## src/assert_macros.svh

```systemverilog
// Assertion macros shared by the one-wire master RTL files.
`ifndef ASSERT_MACROS_SVH
`define ASSERT_MACROS_SVH
`ifndef SYNTH
`define ASSERT_IMPLY(name, pre, post, msg) \
	name: assert property (@(posedge clk) disable iff (!arst_n) (pre) |-> (post)) else $error(msg);
`define ASSERT_NEXT(name, pre, post, msg) \
	name: assert property (@(posedge clk) disable iff (!arst_n) (pre) |=> (post)) else $error(msg);
`else
`define ASSERT_IMPLY(name, pre, post, msg)
`define ASSERT_NEXT(name, pre, post, msg)
`endif
`endif

```

## src/owts_pkg.sv

```systemverilog
// Package with types, constants and the command sequence table of the one-wire master.
package owts_pkg;

	localparam int TICK_WIDTH   = 16;
	localparam int ROM_ID_BYTES = 4;
	localparam int CFG_W        = 16;
	localparam int CFG_NUM      = 8;
	localparam int CFG_IDX_W    = 3;
	localparam int STEP_W       = 4;
	localparam int BYTE_IDX_W   = 4;

	localparam logic [47:0] TICK_CAP = (48'd1 << TICK_WIDTH) - 48'd1;

	localparam logic [2:0] REQ_NONE       = 3'd0;
	localparam logic [2:0] REQ_RESET      = 3'd1;
	localparam logic [2:0] REQ_WRITE      = 3'd2;
	localparam logic [2:0] REQ_READ       = 3'd3;
	localparam logic [2:0] REQ_CONVERT    = 3'd4;
	localparam logic [2:0] REQ_READ_TEMP  = 3'd5;
	localparam logic [2:0] REQ_READ_ROM   = 3'd6;

	localparam logic [7:0] CMD_SKIP_ROM  = 8'hCC;
	localparam logic [7:0] CMD_CONVERT   = 8'h44;
	localparam logic [7:0] CMD_READ_PAD  = 8'hBE;
	localparam logic [7:0] CMD_READ_ROM  = 8'h33;

	localparam logic [CFG_IDX_W-1:0] CFG_RESET_LOW     = 3'd0;
	localparam logic [CFG_IDX_W-1:0] CFG_PRESENCE_WAIT = 3'd1;
	localparam logic [CFG_IDX_W-1:0] CFG_RESET_TAIL    = 3'd2;
	localparam logic [CFG_IDX_W-1:0] CFG_GAP           = 3'd3;
	localparam logic [CFG_IDX_W-1:0] CFG_SLOT_LOW      = 3'd4;
	localparam logic [CFG_IDX_W-1:0] CFG_READ_SAMPLE   = 3'd5;
	localparam logic [CFG_IDX_W-1:0] CFG_SLOT_HOLD     = 3'd6;
	localparam logic [CFG_IDX_W-1:0] CFG_RECOVERY      = 3'd7;

	localparam logic [CFG_W-1:0] CFG_DEFAULTS [CFG_NUM] = '{
		16'd3500, 16'd400, 16'd2000, 16'd1800, 16'd1, 16'd2, 16'd1200, 16'd1
	};

	typedef enum logic [3:0] {
		PH_IDLE,
		PH_RST_LOW,
		PH_RST_WAIT,
		PH_RST_TAIL,
		PH_GAP,
		PH_SLOT_LOW,
		PH_W_DATA,
		PH_R_WAIT,
		PH_R_HOLD,
		PH_RECOV
	} phase_t;

	typedef enum logic [2:0] {
		OP_END,
		OP_RESET,
		OP_RESET_GAP,
		OP_WRITE,
		OP_READ
	} op_t;

	typedef struct packed {
		op_t        op;
		logic [7:0] data;
	} op_sel_t;

	typedef struct packed {
		logic        line;
		logic        busy;
		logic        done;
		logic        presence;
		logic [31:0] value;
	} res_t;

	function automatic op_sel_t op_at(input logic [2:0] cmd, input logic [STEP_W-1:0] step,
		input logic [7:0] first_byte);
		op_sel_t s;
		s.op   = OP_END;
		s.data = 8'h00;
		case (cmd)
			REQ_RESET: begin
				if (step == 0) s.op = OP_RESET;
			end
			REQ_WRITE: begin
				s.data = first_byte;
				if (step == 0) s.op = OP_WRITE;
			end
			REQ_READ: begin
				if (step == 0) s.op = OP_READ;
			end
			REQ_CONVERT: begin
				case (step)
					4'd0: s.op = OP_RESET_GAP;
					4'd1: begin s.op = OP_WRITE; s.data = CMD_SKIP_ROM; end
					4'd2: begin s.op = OP_WRITE; s.data = CMD_CONVERT; end
					default: s.op = OP_END;
				endcase
			end
			REQ_READ_TEMP: begin
				case (step)
					4'd0, 4'd3: s.op = OP_RESET_GAP;
					4'd1, 4'd4: begin s.op = OP_WRITE; s.data = CMD_SKIP_ROM; end
					4'd2: begin s.op = OP_WRITE; s.data = CMD_CONVERT; end
					4'd5: begin s.op = OP_WRITE; s.data = CMD_READ_PAD; end
					4'd6, 4'd7: s.op = OP_READ;
					default: s.op = OP_END;
				endcase
			end
			REQ_READ_ROM: begin
				if (step == 0) s.op = OP_RESET_GAP;
				else if (step == 1) begin
					s.op   = OP_WRITE;
					s.data = CMD_READ_ROM;
				end else if (int'(step) < 2 + ROM_ID_BYTES) s.op = OP_READ;
			end
			default: s.op = OP_END;
		endcase
		return s;
	endfunction

endpackage

```

## src/owts_cfg_regs.sv

```systemverilog
// Timing register file and phase length selection of the one-wire master.
module owts_cfg_regs (
	input  logic                           clk,
	input  logic                           arst_n,
	input  logic                           cfg_we,
	input  logic [owts_pkg::CFG_IDX_W-1:0] cfg_index,
	input  logic [owts_pkg::CFG_W-1:0]     cfg_wdata,
	input  owts_pkg::phase_t               len_phase,
	output logic [owts_pkg::TICK_WIDTH-1:0] phase_len
);
	import owts_pkg::*;

	logic [CFG_W-1:0] regs_q [CFG_NUM];
	logic [CFG_W-1:0] raw;

	always_ff @(posedge clk or negedge arst_n) begin
		if (!arst_n) begin
			for (int i = 0; i < CFG_NUM; i++) regs_q[i] <= CFG_DEFAULTS[i];
		end else if (cfg_we) begin
			regs_q[cfg_index] <= cfg_wdata;
		end
	end

	always_comb begin
		case (len_phase)
			PH_RST_LOW:          raw = regs_q[CFG_RESET_LOW];
			PH_RST_WAIT:         raw = regs_q[CFG_PRESENCE_WAIT];
			PH_RST_TAIL:         raw = regs_q[CFG_RESET_TAIL];
			PH_GAP:              raw = regs_q[CFG_GAP];
			PH_SLOT_LOW:         raw = regs_q[CFG_SLOT_LOW];
			PH_R_WAIT:           raw = regs_q[CFG_READ_SAMPLE];
			PH_W_DATA, PH_R_HOLD: raw = regs_q[CFG_SLOT_HOLD];
			default:             raw = regs_q[CFG_RECOVERY];
		endcase
		if (raw == '0) begin
			phase_len = TICK_WIDTH'(1);
		end else if (48'(raw) > TICK_CAP) begin
			phase_len = TICK_CAP[TICK_WIDTH-1:0];
		end else begin
			phase_len = TICK_WIDTH'(raw);
		end
	end

endmodule

```

## src/owts_engine.sv

```systemverilog
// Bus phase sequencer that advances the one-wire master by one tick per transfer.
`include "assert_macros.svh"

module owts_engine (
	input  logic                            clk,
	input  logic                            arst_n,
	input  logic                            step_en,
	input  logic [2:0]                      req_type,
	input  logic [7:0]                      tx_byte,
	input  logic                            line_in,
	input  logic [owts_pkg::TICK_WIDTH-1:0] phase_len,
	output owts_pkg::phase_t                len_phase,
	output owts_pkg::res_t                  res
);
	import owts_pkg::*;

	phase_t                phase_q;
	logic [STEP_W-1:0]     step_q;
	logic [TICK_WIDTH-1:0] tick_q;
	logic [2:0]            bit_q;
	logic [BYTE_IDX_W-1:0] bidx_q;
	logic [7:0]            shift_q;
	logic [31:0]           acc_q;
	logic                  pres_q;
	logic [2:0]            cmd_q;
	op_t                   op_q;

	phase_t                l_phase;
	logic [STEP_W-1:0]     l_step;
	logic [TICK_WIDTH-1:0] l_tick;
	logic [2:0]            l_bit;
	logic [BYTE_IDX_W-1:0] l_bidx;
	logic [7:0]            l_shift;
	logic [31:0]           l_acc;
	logic [2:0]            l_cmd;
	op_t                   l_op;
	logic                  launch;

	phase_t                n_phase;
	logic [STEP_W-1:0]     n_step;
	logic [TICK_WIDTH-1:0] n_tick;
	logic [2:0]            n_bit;
	logic [BYTE_IDX_W-1:0] n_bidx;
	logic [7:0]            n_shift;
	logic [31:0]           n_acc;
	logic                  n_pres;
	logic [2:0]            n_cmd;
	op_t                   n_op;
	logic                  n_level;
	logic                  n_done;

	assign launch = (phase_q == PH_IDLE) && (req_type inside {[REQ_RESET:REQ_READ_ROM]});

	always_comb begin
		op_sel_t sel;
		l_phase = phase_q;
		l_step  = step_q;
		l_tick  = tick_q;
		l_bit   = bit_q;
		l_bidx  = bidx_q;
		l_shift = shift_q;
		l_acc   = acc_q;
		l_cmd   = cmd_q;
		l_op    = op_q;
		sel     = op_at(req_type, '0, tx_byte);
		if (launch) begin
			l_cmd   = req_type;
			l_step  = '0;
			l_bidx  = '0;
			l_acc   = '0;
			l_op    = sel.op;
			l_tick  = '0;
			l_bit   = '0;
			l_shift = (sel.op == OP_WRITE) ? sel.data : 8'h00;
			l_phase = (sel.op == OP_RESET || sel.op == OP_RESET_GAP) ? PH_RST_LOW : PH_SLOT_LOW;
		end
	end

	assign len_phase = l_phase;

	always_comb begin
		logic [TICK_WIDTH:0] cnt;
		logic                advance;
		op_sel_t             sel;
		n_phase = l_phase;
		n_step  = l_step;
		n_tick  = l_tick;
		n_bit   = l_bit;
		n_bidx  = l_bidx;
		n_shift = l_shift;
		n_acc   = l_acc;
		n_pres  = pres_q;
		n_cmd   = l_cmd;
		n_op    = l_op;
		n_level = 1'b1;
		n_done  = 1'b0;
		advance = 1'b0;
		cnt     = {1'b0, l_tick} + (TICK_WIDTH+1)'(1);
		sel     = op_at(l_cmd, l_step + STEP_W'(1), 8'h00);
		if (l_phase != PH_IDLE) begin
			case (l_phase)
				PH_RST_LOW, PH_SLOT_LOW: n_level = 1'b0;
				PH_W_DATA:               n_level = l_shift[0];
				default:                 n_level = 1'b1;
			endcase
			n_tick = cnt[TICK_WIDTH-1:0];
			if (cnt >= {1'b0, phase_len}) begin
				n_tick = '0;
				case (l_phase)
					PH_RST_LOW: n_phase = PH_RST_WAIT;
					PH_RST_WAIT: begin
						n_pres  = line_in;
						n_phase = PH_RST_TAIL;
					end
					PH_RST_TAIL: begin
						if (l_op == OP_RESET_GAP) n_phase = PH_GAP;
						else advance = 1'b1;
					end
					PH_GAP: advance = 1'b1;
					PH_SLOT_LOW: n_phase = (l_op == OP_WRITE) ? PH_W_DATA : PH_R_WAIT;
					PH_W_DATA: n_phase = PH_RECOV;
					PH_R_WAIT: begin
						n_shift = {line_in, l_shift[7:1]};
						n_phase = PH_R_HOLD;
					end
					PH_R_HOLD: n_phase = PH_RECOV;
					default: begin
						if (l_op == OP_WRITE) n_shift = {1'b0, l_shift[7:1]};
						if (l_bit != 3'd7) begin
							n_bit   = l_bit + 3'd1;
							n_phase = PH_SLOT_LOW;
						end else begin
							n_bit = '0;
							if (l_op == OP_READ) begin
								if (l_bidx < BYTE_IDX_W'(4)) begin
									n_acc = l_acc | (32'(l_shift) << {l_bidx[1:0], 3'b000});
								end
								if (l_bidx != '1) n_bidx = l_bidx + BYTE_IDX_W'(1);
							end
							advance = 1'b1;
						end
					end
				endcase
				if (advance) begin
					n_step = l_step + STEP_W'(1);
					if (sel.op == OP_END) begin
						n_phase = PH_IDLE;
						n_cmd   = REQ_NONE;
						n_done  = 1'b1;
					end else begin
						n_op    = sel.op;
						n_tick  = '0;
						n_bit   = '0;
						n_shift = (sel.op == OP_WRITE) ? sel.data : 8'h00;
						n_phase = (sel.op == OP_RESET || sel.op == OP_RESET_GAP) ?
							PH_RST_LOW : PH_SLOT_LOW;
					end
				end
			end
		end
	end

	always_ff @(posedge clk or negedge arst_n) begin
		if (!arst_n) begin
			phase_q <= PH_IDLE;
			step_q  <= '0;
			tick_q  <= '0;
			bit_q   <= '0;
			bidx_q  <= '0;
			shift_q <= '0;
			acc_q   <= '0;
			pres_q  <= 1'b1;
			cmd_q   <= REQ_NONE;
			op_q    <= OP_END;
		end else if (step_en) begin
			phase_q <= n_phase;
			step_q  <= n_step;
			tick_q  <= n_tick;
			bit_q   <= n_bit;
			bidx_q  <= n_bidx;
			shift_q <= n_shift;
			acc_q   <= n_acc;
			pres_q  <= n_pres;
			cmd_q   <= n_cmd;
			op_q    <= n_op;
		end
	end

	assign res.line     = n_level;
	assign res.busy     = (n_phase != PH_IDLE);
	assign res.done     = n_done;
	assign res.presence = n_pres;
	assign res.value    = n_acc;

	`ASSERT_IMPLY(a_idle_counters_clear, phase_q == PH_IDLE, (tick_q == '0) && (bit_q == '0), "idle phase with nonzero counters")
	`ASSERT_NEXT(a_launch_goes_busy, step_en && launch, phase_q != PH_IDLE, "accepted command did not start")

endmodule

```

## src/onewire_temp_sensor_master.sv

```systemverilog
// Top level of the one-wire bus master with its tick channel and result register.
//
// Every input transfer is one bus tick: req_type, tx_byte and the sampled line_in.
// Every input transfer yields exactly one result transfer with line_out, busy_res,
// done_res, presence_level and read_value for that tick, in order.
// A command starts on a tick taken while no command is running; while busy,
// further commands are ignored but the tick still advances the bus timing.
// A tick's result is registered into the result register at the edge that accepts it.
// Throughput is one tick per cycle while out_ready is high, bounded by the single
// next-state pass of the phase sequencer between state registers and result register.
// in_ready is high when the result register is empty or is being taken, so a
// stalled receiver holds back input only while a result is waiting.
// The timing registers are written through cfg_we, cfg_index and cfg_wdata and
// should only change while no command runs.
// Reset returns the sequencer to idle with presence flag 1 and read value 0, the
// timing registers at their defaults and the result register empty (res_q not reset).
`include "assert_macros.svh"

module onewire_temp_sensor_master (
	input  logic                           clk,
	input  logic                           arst_n,
	input  logic                           in_valid,
	output logic                           in_ready,
	input  logic [2:0]                     req_type,
	input  logic [7:0]                     tx_byte,
	input  logic                           line_in,
	output logic                           out_valid,
	input  logic                           out_ready,
	output logic                           line_out,
	output logic                           busy_res,
	output logic                           done_res,
	output logic                           presence_level,
	output logic [31:0]                    read_value,
	input  logic                           cfg_we,
	input  logic [owts_pkg::CFG_IDX_W-1:0] cfg_index,
	input  logic [owts_pkg::CFG_W-1:0]     cfg_wdata
);
	import owts_pkg::*;

	logic                  step_en;
	logic                  out_valid_q;
	res_t                  res;
	res_t                  res_q;
	phase_t                len_phase;
	logic [TICK_WIDTH-1:0] phase_len;

	assign in_ready = !out_valid_q || out_ready;
	assign step_en  = in_valid && in_ready;

	owts_cfg_regs u_cfg (
		.clk       (clk),
		.arst_n    (arst_n),
		.cfg_we    (cfg_we),
		.cfg_index (cfg_index),
		.cfg_wdata (cfg_wdata),
		.len_phase (len_phase),
		.phase_len (phase_len)
	);

	owts_engine u_engine (
		.clk       (clk),
		.arst_n    (arst_n),
		.step_en   (step_en),
		.req_type  (req_type),
		.tx_byte   (tx_byte),
		.line_in   (line_in),
		.phase_len (phase_len),
		.len_phase (len_phase),
		.res       (res)
	);

	always_ff @(posedge clk or negedge arst_n) begin
		if (!arst_n) begin
			out_valid_q <= 1'b0;
		end else if (step_en) begin
			out_valid_q <= 1'b1;
		end else if (out_ready) begin
			out_valid_q <= 1'b0;
		end
	end

	always_ff @(posedge clk) begin
		if (step_en) res_q <= res;
	end

	assign out_valid      = out_valid_q;
	assign line_out       = res_q.line;
	assign busy_res       = res_q.busy;
	assign done_res       = res_q.done;
	assign presence_level = res_q.presence;
	assign read_value     = res_q.value;

	`ASSERT_IMPLY(a_done_not_busy, out_valid_q && res_q.done, !res_q.busy, "done reported while still busy")
	`ASSERT_IMPLY(a_low_only_busy, out_valid_q && !res_q.line, res_q.busy, "bus driven low while idle")

endmodule
```

## config.mk

```make
export PLATFORM = sky130hd
export DESIGN_NAME = onewire_temp_sensor_master
export DESIGN_NICKNAME = d
export VERILOG_FILES = /design/src/owts_pkg.sv /design/src/owts_cfg_regs.sv /design/src/owts_engine.sv /design/src/onewire_temp_sensor_master.sv
export VERILOG_INCLUDE_DIRS = /design/src /design/src/src
export SDC_FILE = /design/constraint.sdc
export NUM_CORES = 1
export LEC_CHECK = 0
export ABC_AREA = 1
export BUFFER_PORTS_ARGS = -buffer_cell sky130_fd_sc_hd__buf_2
export CORE_ASPECT_RATIO = 0.6
export CORE_MARGIN = 2
export CORE_UTILIZATION = 63
export CTS_CLUSTER_SIZE = 24
export DETAILED_ROUTE_END_ITERATION = 6
export PLACE_DENSITY = 0.85
export SLEW_MARGIN = 25
export SYNTH_ARGS = -nofsm -noshare
export SYNTH_HDL_FRONTEND = slang
export SYNTH_SLANG_ARGS = --single-unit
```

## constraint.sdc

```tcl
create_clock -name clk -period 10.4 [get_ports clk]
set_input_delay 0 -clock clk [delete_from_list [all_inputs] [get_ports clk]]
set_output_delay 0 -clock clk [all_outputs]
set_load 0.03 [all_outputs]
```

# Word-level counts from Yosys, hierarchy flattened
# Index checks and enable logic that the tools add are counted.
[totals]
ff_bits = 243
input_bits = 36
output_inout_bits = 38
word_cells = 194
[classes]
add_sub_neg = 4
order_cmp = 7
n_eq_ne = 38
n_shift = 1
muxes = 91
n_bitwise = 2
reduce_logical = 27
[op_table]
columns = ["operator", "n"]
rows = [
  ["2-to-1 mux 32 bit", 7],
  ["bitwise mux 128 bit", 1],
  ["case mux 16 bit (7 select lines)", 1],
  ["2-to-1 mux 16 bit", 5],
  ["2-to-1 mux 8 bit", 10],
  ["2-to-1 mux 4 bit", 18],
  ["2-to-1 mux 3 bit", 23],
  ["demux 16 bit (select 3 bit)", 1],
  ["case mux 8 bit (3 select lines)", 2],
  ["== test 4 x 3 -> 1 bit, second input constant", 8],
  ["OR 32 bit", 1],
  ["case mux 8 bit (2 select lines)", 2],
  ["<< shifter 8 x 5 -> 32 bit", 1],
  ["== test 3 x 2 -> 1 bit, second input constant", 10],
  ["case mux 4 bit (7 select lines)", 1],
  ["== test 3 bit, second input constant", 7],
  ["case mux 3 bit (6 select lines)", 1],
  ["adder 16 x 1 -> 17 bit, second input constant", 1],
  ["greater-or-equal comparator 17 x 16 -> 1 bit", 1],
  ["== test 4 x 2 -> 1 bit, second input constant", 4],
  ["zero test 16 bit", 1],
  ["== test 3 x 1 -> 1 bit, second input constant", 4],
  ["2-to-1 mux 1 bit", 12],
  ["case mux 3 bit (4 select lines)", 1],
  ["32 further kinds", 47],
]

# Longest topological paths before layout
# Gate-level depths: netlist of run 1.
[depth]
word_depth = 19
depth_mapped = 39
depth_no_buf = 35

# Hierarchy
# A second synthesis of run 1 with hierarchy kept.
[hier_totals]
cells_unflattened = 1650
area_unflattened_um2 = 13180.1
[modules_own_cells]
columns = ["module", "instances", "cells_per_inst", "area_each_um2", "seq_area_each_um2"]
rows = [
  ["owts_engine", 1, 905, 6276.0, 1953.1],
  ["owts_cfg_regs", 1, 703, 5778.0, 3236.9],
  ["onewire_temp_sensor_master", 1, 42, 1126.1, 1106.1],
]

# Least setup slack after synthesis of run 1
# Ideal clock, no wire load.
[synth_path]
path_type = "register to register"
startpoint = "reg u_engine.phase_q[1]"
endpoint = "reg u_engine.tick_q[6]"
setup_ps = 88
t_arrival_ps = 4027
required_time_ps = 10312
setup_slack_ps = 6285
stages_incl_launch_ff = 30
n_path_buf = 4
synth_period_minus_slack_ps = 4115
cell_sequence = "dfrtp_1 -> nor2_1 -> nand2_1 -> nor2_4 -> buf_2 -> clkbuf_1 -> nor2_1 -> ha_1 -> nand2_1 -> nor2_2 -> nand3_2 -> nor2_2 -> nand3_2 -> nor2_4 -> xnor2_1 -> inv_1 -> ha_1 -> nand2_1 -> nor2_1 -> a211oi_1 -> nand2_1 -> nand2_1 -> nand2_1 -> a21oi_1 -> nand2_2 -> buf_4 -> nor2_2 -> buf_2 -> nand2_1 -> a22oi_1"
[synth_between]
elab_chain_cells = 11
word_cells_on_any_way = 21
classes_between = "1 x add/sub; 1 x order compare; 8 x eq/ne; 6 x mux; 5 x reduce/logical"
[synth_rtl]
columns = ["element", "line", "source"]
rows = [
  ["from (decl)", "owts_engine.sv:17", "phase_t phase_q;"],
  ["from (signal assigned)", "owts_engine.sv:176", "phase_q <= n_phase;"],
  ["zero test 4 bit", "owts_engine.sv:52", "assign launch = (phase_q == PH_IDLE) && (req_type inside {[REQ_RESET:REQ_READ_ROM]});"],
  ["logical AND 1 bit", "owts_engine.sv:52", ""],
  ["2-to-1 mux 4 bit", "owts_engine.sv:66", "if (launch) begin"],
  ["== test 4 x 3 -> 1 bit / == test 4 bit (equally long branches)", "owts_cfg_regs.sv:25", "case (len_phase)"],
  ["OR reduction 2 bit (no source line)", "-", ""],
  ["case mux 16 bit (7 select lines)", "owts_cfg_regs.sv:25", ""],
  ["zero test 16 bit", "owts_cfg_regs.sv:35", "if (raw == '0) begin"],
  ["2-to-1 mux 16 bit", "owts_cfg_regs.sv:35", ""],
  ["greater-or-equal comparator 17 x 16 -> 1 bit", "owts_engine.sv:107", "if (cnt >= {1'b0, phase_len}) begin"],
  ["2-to-1 mux 16 bit", "owts_engine.sv:107", ""],
  ["2-to-1 mux 16 bit (*)", "owts_engine.sv:100", "if (l_phase != PH_IDLE) begin"],
  ["to (signal assigned)", "owts_engine.sv:178", "tick_q <= n_tick;"],
  ["to (decl)", "owts_engine.sv:19", "logic [TICK_WIDTH-1:0] tick_q;"],
]
# Every way passes the cells marked *; elsewhere a longest branch is shown, timed or not.
# A chain may end at the register's enable or synchronous reset.

==> out/metrics.cfg, run 1 <==
[detailed_routing]
drt_wl_total_microns = 34400
wl_per_cell_microns = 17.4
viasPerCell = 5.86
drc_errors = 0
dr.pass1.iters = 7
ant_nets = 0
vias = 11578
first_iter_violations = 1517

[critical_path]
worstSetupPathType = flop to flop
cp_data_required_time_ns = 10.69
slowest_delay_ns = 0.50
cp-end-kind = flop
path_delay_family = simple AND/OR/NAND/NOR gates
crit_slowest_cell = nand4_2
crit_top_cell = nand2_1
crit_fanout = 19
path_buf_inv = 3
cp.arrival_ns = 6.16
startpoint_type = flop

[clock_network]
cts_resized = 0
h-tree-depth = 1
clock_sinks = 243
cts_root_buffer = clkbuf_16
cts_tree = yes
cts_setup_buffers = 0
clk_pin_slew_ns = 0.07
cts_buffers = 23
clk_path_buf_depth = 3
clk_latency_ns = 0.54

[global_routing]
grt_max_degree = 87
grt_usage_pct = 32.8
antenna_found_initial = 0
grt_pass1_wl_microns = 55700
grt_pass1_vias = 10719
globalRoute.totalOverflow = 0

[timing]
maxSlewViolCount = 0
tns_ns = 0
rsz0062_at_grt = false
setup_viol = 0
fin_crit_sh_pct = 56.5
hold_viol_final = 0
worstMarginPinSlew_ns = 1.06
relSlewSlack_pct = 29.1
min_period_ns = 5.87
finalClockSkew_ns = 0.0237
fmax_mhz = 170

[die]
core_sq_um = 19900
die_w_microns = 187
die_h_microns = 114
fp.dieArea_sq_um = 21400
initial_core_util_pct = 63.9
rows = 40
ios = 74

[pwr]
power.switching_uw = 1910
p_int_uw = 2220
pwr-share-clk_pct = 20.4
power.share.combinational_pct = 48.6
power_uw = 4130
leakagePower_uw = 0.00712
vdd_ir_drop_max_mv = 0.178
power_density_nw_per_um2 = 290
sequentialPowerShare_pct = 31.0
p_sw_share_pct = 46.3

[final_layout]
n_antenna_cell = 0
fin_nets = 1748
fillers = 1590
area_growth_pct = 11.8
drive_above_1_share_pct = 11.4
multi_input_area_sq_um = 5490
fin_util_pct = 71.5
ff_latch_area_sq_um = 6300

[yosys]
synthAdderAreaFrac_pct = 2.46
synth-xor-area-share_pct = 1.03
synthCells = 1622
synth_simple_gate_area_share_pct = 25.6
avgSynthCellArea_sq_um = 7.85
synth.distinct_cells = 47
syn-cell-area_sq_um = 12700
yosys_register_bits = 243
synth_compound_area_share_pct = 13.8
yosys_warnings = 0
synth_seq_area_share_pct = 49.5
synth_nets = 1683
synth_top_family_by_area = simple AND/OR/NAND/NOR gates
synthMuxAreaShare_pct = 0

[place]
dp_hpwl_microns = 23000
place_congestion = 0.923
io_buffer_count = 73

[flow_run]
drv_cap = 0

[outcome]
run_status = finished clean

[min_path]
min_path_type = primary input to flop

flip-flops by register name, summed over array words and instances, names as in the netlist, 3 cells and up:
name              cells
u_engine.tick_q      16
read_value           32
u_cfg.regs_q        128
u_engine.step_q       4
u_engine.phase_q      4
u_engine.bit_q        3
u_engine.op_q         3
u_engine.shift_q      8
u_engine.acc_q       32
u_engine.bidx_q       4
u_engine.cmd_q        3
power groups by stage:
stage | Clock [uW] | Combinational (uW) | Sequential (uW)
2_1_floorplan | 0 | 1430 | 1290
6_report | 844 | 2010 | 1280
3_5_place_dp | 0 | 1920 | 1290
3_3_place_gp | 0 | 1870 | 1280
5_1_grt | 889 | 2230 | 1300
4_1_cts | 846 | 1940 | 1280
metrics by stage:
stage	hold slack [ns]	cell area (sq um)	cells	setup WS, ns
floorplan	-0.296	12700	1622	6.29
global placement	0.0502	13200	1907	4.87
detailed placement	0.0546	13200	1907	4.81
CTS	0.0185	14200	1977	4.78
global route	0.0632	14200	1977	4.08
finish	0.0450	14200	1977	4.53
synthesized netlist by cell type, drive strengths merged:
cell	number	share of area, %
and3	2	0.098
a22o	3	0.21
o22ai	9	0.44
edfxtp	36	8.5
nor4	2	0.15
nand2	533	16
a211oi	4	0.24
nand3	75	3.1
nand4	18	0.93
xnor2	6	0.41
clkinv	4	0.14
inv	171	5.0
nor2	127	4.1
ha	25	2.5
a22oi	32	1.9
nor3	16	0.76
a31oi	1	0.049
o211ai	1	0.059
xor2	9	0.62
a21oi	67	2.6
o21bai	4	0.24
o21ai	195	8.0
o2111ai	1	0.069
clkbuf	50	1.5
buf	17	0.99
dfrtp	179	35
nand3b	6	0.35
dfstp	28	5.8
or2	1	0.049
worst paths after layout:
path	from	endpoint	slack (ns)	cells past startpoint
setup / recovery	u_engine.phase_q[1]	read_value[2]	4.53	31
hold / removal	req_type[2]	u_engine.cmd_q[2]	0.04	5
setup reg to reg	u_engine.phase_q[1]	read_value[2]	4.53	31
hold reg to reg	u_engine.pres_q	u_engine.pres_q	0.48	2
max in group asynchronous	arst_n	u_engine.shift_q[7]	9.08	3
min in group asynchronous	arst_n	u_cfg.regs_q[111]	0.06	2
worst min-delay path: cells and delay by family:
family                 cells  cell delay [ns]
buffers and inverters      1             0.14
and+or+nand+nor            2             0.19
AOI/OAI and AO/OA          2             0.18
cells by family (layout without fill, tap and decap cells):
logic type                 Yosys count  in the layout
xor gates and xnor gates            15             15
adders and majority gates           25             25
and+or+nand+nor                    780            780
DFF                                243            243
buffers and inverters              242            324
AOI/OAI and AO/OA                  317            317
metal layers:
| layer | GRT usage, % | routed length [microns] | vias to the layer above |
|---|---|---|---|
| met4 | 6.61 | 589 | 0 |
| met1 | 51.2 | 15800 | 5448 |
| met3 | 7.17 | 4000 | 58 |
| met2 | 47.2 | 14000 | 674 |
| met5 | 0 | 0 | - |
| li1 | - | - | 5398 |
area by class of cell:
cell class / count / share of cell area (%)
well taps: 273 / 2.40
clock buffers: 35 / 4.86
clock inverters: 7 / 0.404
repair buffers: 107 / 4.94
multi-input cells: 1137 / 38.5
inverters: 175 / 4.63
flip-flops and latches: 243 / 44.2
layout by cell type, fill, tap and decap left out, drive strengths merged, types with 6 or more instances in the layout:
cell and n:
a21oi 67, a22oi 32, buf 78, clkbuf 36, clkinv 6, dfrtp 179, dfstp 28, dlygate4sd3 28
edfxtp 36, ha 25, inv 175, nand2 533, nand3 75, nand3b 6, nand4 18, nor2 127
nor3 16, o21ai 195, o22ai 9, xnor2 6, xor2 9
timing repair:
item,CTS,global route
endpoints found under the hold margin,210,0
setup endpoints to repair,0,0
hold buffers,28,0
Power figures use the tool's default switching activity.
==> run 2, diff against run 1 <==
- ABC_AREA: 1 -> 0
- CORE_UTILIZATION: 63 -> 55
- PLACE_DENSITY: 0.85 -> 0.79
- clock period: 10.4 -> 4.95 ns (I/O delays scaled with it)
==> run 2 against run 1 <==
Clock-buffer cell count down 2. Synthesized cell count down 28%. Worst hold slack got worse by 0.0095 ns. Design area is 1.2% higher. Global-route usage down 5.3 points. Sequential power up 100%. Fmax increased by 26%. Sequential share of layout area is 0.53 points lower. Register-to-register slack got worse by 4.3 ns. Final cell count shrank 20%. Critical endpoint is now read_value[16].
==> out/metrics.cfg, run 2 <==
[timing]
min_period_ns = 4.67  ; was 5.87 ns
fmax_mhz = 214  ; was 170 MHz
rsz0062_at_grt = false  ; unchanged
relSlewSlack_pct = 29.6  ; was 29.1%
hold_viol_final = 0  ; unchanged
finalClockSkew_ns = 0.00889  ; was 0.0237 ns
worstMarginPinSlew_ns = 1.06  ; about the same
fin_crit_sh_pct = 94.4  ; was 56.5%
maxSlewViolCount = 0  ; unchanged
fin_ws_ns = 0.275  ; was 4.53 ns
setup_viol = 0  ; unchanged
tns_ns = 0  ; unchanged

[outcome]
run_status = finished clean  ; unchanged

[yosys]
synthAdderAreaFrac_pct = 2.51  ; was 2.46%
synth_top_family_by_area = compound AO/OA/AOI/OAI gates  ; was simple AND/OR/NAND/NOR gates
yosys.area.top_type = dfrtp_1  ; unchanged
synth_simple_gate_area_share_pct = 12.4  ; was 25.6%
synth_seq_area_share_pct = 50.5  ; was 49.5%
yosys_register_bits = 243  ; unchanged
avgSynthCellArea_sq_um = 10.7  ; was 7.85 sq um
synthArstFlopShare_pct = 85.2  ; unchanged
ys.flop_type = dfrtp_1  ; unchanged
synth_nets = 1230  ; was 1683
synth-edff-count = 36  ; unchanged
synthMuxAreaShare_pct = 11.7  ; was 0%
synthCells = 1169  ; was 1622
synth-xor-area-share_pct = 1.40  ; was 1.03%
syn-cell-area_sq_um = 12500  ; was 12700 sq um
synth_top_cells_by_count = dfrtp_1 (179), nand2_1 (144), mux2_2 (129), o21ai_0 (91), clkbuf_1 (60)  ; was nand2_1 (520), dfrtp_1 (179), o21ai_0 (176), inv_1 (170), nor2_1 (118)
yosys_warnings = 0  ; unchanged
synth_compound_area_share_pct = 18.2  ; was 13.8%
synthTopCellsByArea = dfrtp_1 (36%), mux2_2 (12%), edfxtp_1 (8.7%)  ; was dfrtp_1 (35%), nand2_1 (15%), edfxtp_1 (8.5%)
synth.distinct_cells = 73  ; was 47
yosysMostFrequentCell = dfrtp_1  ; was nand2_1
synth_top_area_share_pct = 36.0  ; was 35.2%

[critical_path]
cp_data_required_time_ns = 5.31  ; was 10.69 ns
startpoint_type = flop  ; unchanged
rr_startpoint = u_engine.phase_q[0]  ; was u_engine.phase_q[1]
r2r_setup_slack_ns = 0.28  ; was 4.53 ns
cp.arrival_ns = 5.03  ; was 6.16 ns
slowest_delay_ns = 0.69  ; was 0.50 ns
crit_top_cell = nand3_1  ; was nand2_1
crit_slowest_cell = or4b_2  ; was nand4_2
reg2regPathDepth = 18  ; was 31
crit_fanout = 17  ; was 19
cp-startpoint = u_engine.phase_q[0]  ; was u_engine.phase_q[1]
cp-end-kind = flop  ; unchanged
worstPathCellList = buf_12, or4b_2, a211oi_2, buf_6, nand2_1, o2111ai_1, a221oi_1, nand3_1, or4_1, nand3_1, ha_1, nand4_1, o41ai_1, a41oi_1, o211ai_1, nand3_1, or3_4, o21ai_0
worstSetupPathType = flop to flop  ; unchanged
r2r-end = read_value[16]  ; was read_value[2]

[pwr]
power_uw = 6260  ; was 4130 uW
vdd_ir_drop_max_mv = 0.279  ; was 0.178 mV
leakagePower_uw = 0.00600  ; was 0.00712 uW
power_density_nw_per_um2 = 435  ; was 290 nW/um^2

[final_layout]
final_cell_mix = dfrtp_1 (179), nand2_1 (143), mux2_2 (129), o21ai_0 (91), buf_2 (72)  ; was nand2_1 (514), dfrtp_1 (179), o21ai_0 (176), inv_1 (170), nor2_1 (117)
largest_reg_flops = 128  ; unchanged
layout.cells.most_common = dfrtp_1  ; was nand2_1
top_register = u_cfg.regs_q  ; unchanged
drive_above_1_share_pct = 27.5  ; was 11.4%
fin_nets = 1321  ; was 1748
area_growth_pct = 15.6  ; was 11.8%
fin_area_sq_um = 14400  ; was 14200 sq um
n_antenna_cell = 0  ; unchanged
fin_util_pct = 65.1  ; was 71.5%

[clock_network]
cts_tree = yes  ; unchanged
clk_path_buf_depth = 3  ; unchanged
clock_sinks = 243  ; unchanged
cts_root_buffer = clkbuf_16  ; unchanged
clk_latency_ns = 0.53  ; was 0.54 ns
h-tree-depth = 1  ; unchanged
clk_pin_slew_ns = 0.07  ; about the same
cts_buffers = 23  ; unchanged

[die]
ios = 74  ; unchanged
rows = 42  ; was 40
die_w_microns = 198  ; was 187 microns
initial_core_util_pct = 56.3  ; was 63.9%
die_h_microns = 121  ; was 114 microns
core_sq_um = 22100  ; was 19900 sq um
fp.dieArea_sq_um = 23900  ; was 21400 sq um

[place]
placed_cell_area_sq_um = 13300  ; was 13200 sq um
dp_hpwl_microns = 22200  ; was 23000 microns
io_buffer_count = 73  ; unchanged
place_congestion = 0.940  ; was 0.923
dp_slack_ns = 0.235  ; was 4.81 ns

[detailed_routing]
wl_per_cell_microns = 20.4  ; was 17.4 microns
drc_errors = 0  ; unchanged
ant_nets = 0  ; unchanged
dr.pass1.iters = 5  ; was 7
vias = 9947  ; was 11578
first_iter_violations = 987  ; was 1517
viasPerCell = 6.28  ; was 5.86
drt_wl_total_microns = 32400  ; was 34400 microns

[global_routing]
grt_usage_pct = 27.5  ; was 32.8%
grt_pass1_wl_microns = 51900  ; was 55700 microns
grt_max_degree = 100  ; was 87
globalRoute.totalOverflow = 0  ; unchanged
antenna_found_initial = 0  ; unchanged
grt_pass1_vias = 9578  ; was 10719

[min_path]
hold_depth = 3  ; was 5
hold-path-endpoint = u_cfg.regs_q[48]  ; was u_engine.cmd_q[2]
hp-start = cfg_index[1]  ; was req_type[2]
min_path_type = primary input to flop  ; unchanged

[flow_run]
drv_cap = 0  ; unchanged

## run 2: cell types whose count changed after synthesis, moves of 24 or more
cell / delta
a22o_1: +30
nand3_1: -51
nor2_1: -64
o21ai_0: -85
a21oi_1: -24
nand2_1: -376
inv_1: -137
mux2_2: +129
## run 2: area by class of cell
type                    instances  area [sq um]
clock inverters                 9          66.3
inverters                      33           124
repair buffers                139           962
fillers                      1720          7720
flip-flops and latches        243          6300
well taps                     308           385
multi-input cells             820          5900
clock buffers                  33           674
## run 2: per-stage QoR
stage          instances  hold WS, ns
6_report            1585       0.0354
5_1_grt             1585       0.0422
4_1_cts             1582       0.0223
3_5_place_dp        1514        0.122
3_3_place_gp        1513        0.127
2_1_floorplan       1169       -0.296
## run 2: worst max-delay path, delay by kind of cell (launching register included)
| family | cells | cell delay (ns) |
|---|---|---|
| adder cells (fa/ha/maj) | 1 | 0.32 |
| AND/OR/NAND/NOR | 8 | 1.94 |
| AO/OA/AOI/OAI | 7 | 1.33 |
| buffers and inverters | 2 | 0.42 |
| flip-flops | 1 | 0.47 |
## run 2: how the worst max path moves through the flow
stage                                   to  slack [ns]  cells after the start
after floorplan           u_engine.op_q[1]        0.02                     23
after global placement      read_value[16]        0.25                     16
after detailed placement    read_value[16]        0.24                     16
after CTS                   read_value[16]        0.13                     16
after global routing        read_value[19]      0.0006                     18
final                       read_value[16]        0.28                     18
## run 2: where the power goes
part	total (uW)	switching [uW]	internal, uW
combinational	1910	1130	771
clock	1740	776	959
sequential	2620	232	2390
## run 2: routing by layer
metal,track usage (%),vias to the layer above,part of all wire [%]
met3,6.39,42,9.5
li1,-,4525,-
met2,38.0,427,42
met4,5.87,0,1.5
met5,0,-,0
met1,43.6,4953,47
## run 2: kinds of logic (layout without fill, tap and decap cells)
group / count (synthesis) / after routing
flops: 243 / 243
mux: 130 / 130
fa+ha+maj: 25 / 25
buf+inv: 106 / 214
xor+xnor: 19 / 19
compound gates: 328 / 328
simple gates: 318 / 318
## run 2: timing repair
action,in CTS,in global routing
resized for setup,0,15
hold buffers,26,0
endpoints found under the setup margin,0,84
hold endpoints to repair,224,0
buffers inserted,0,1
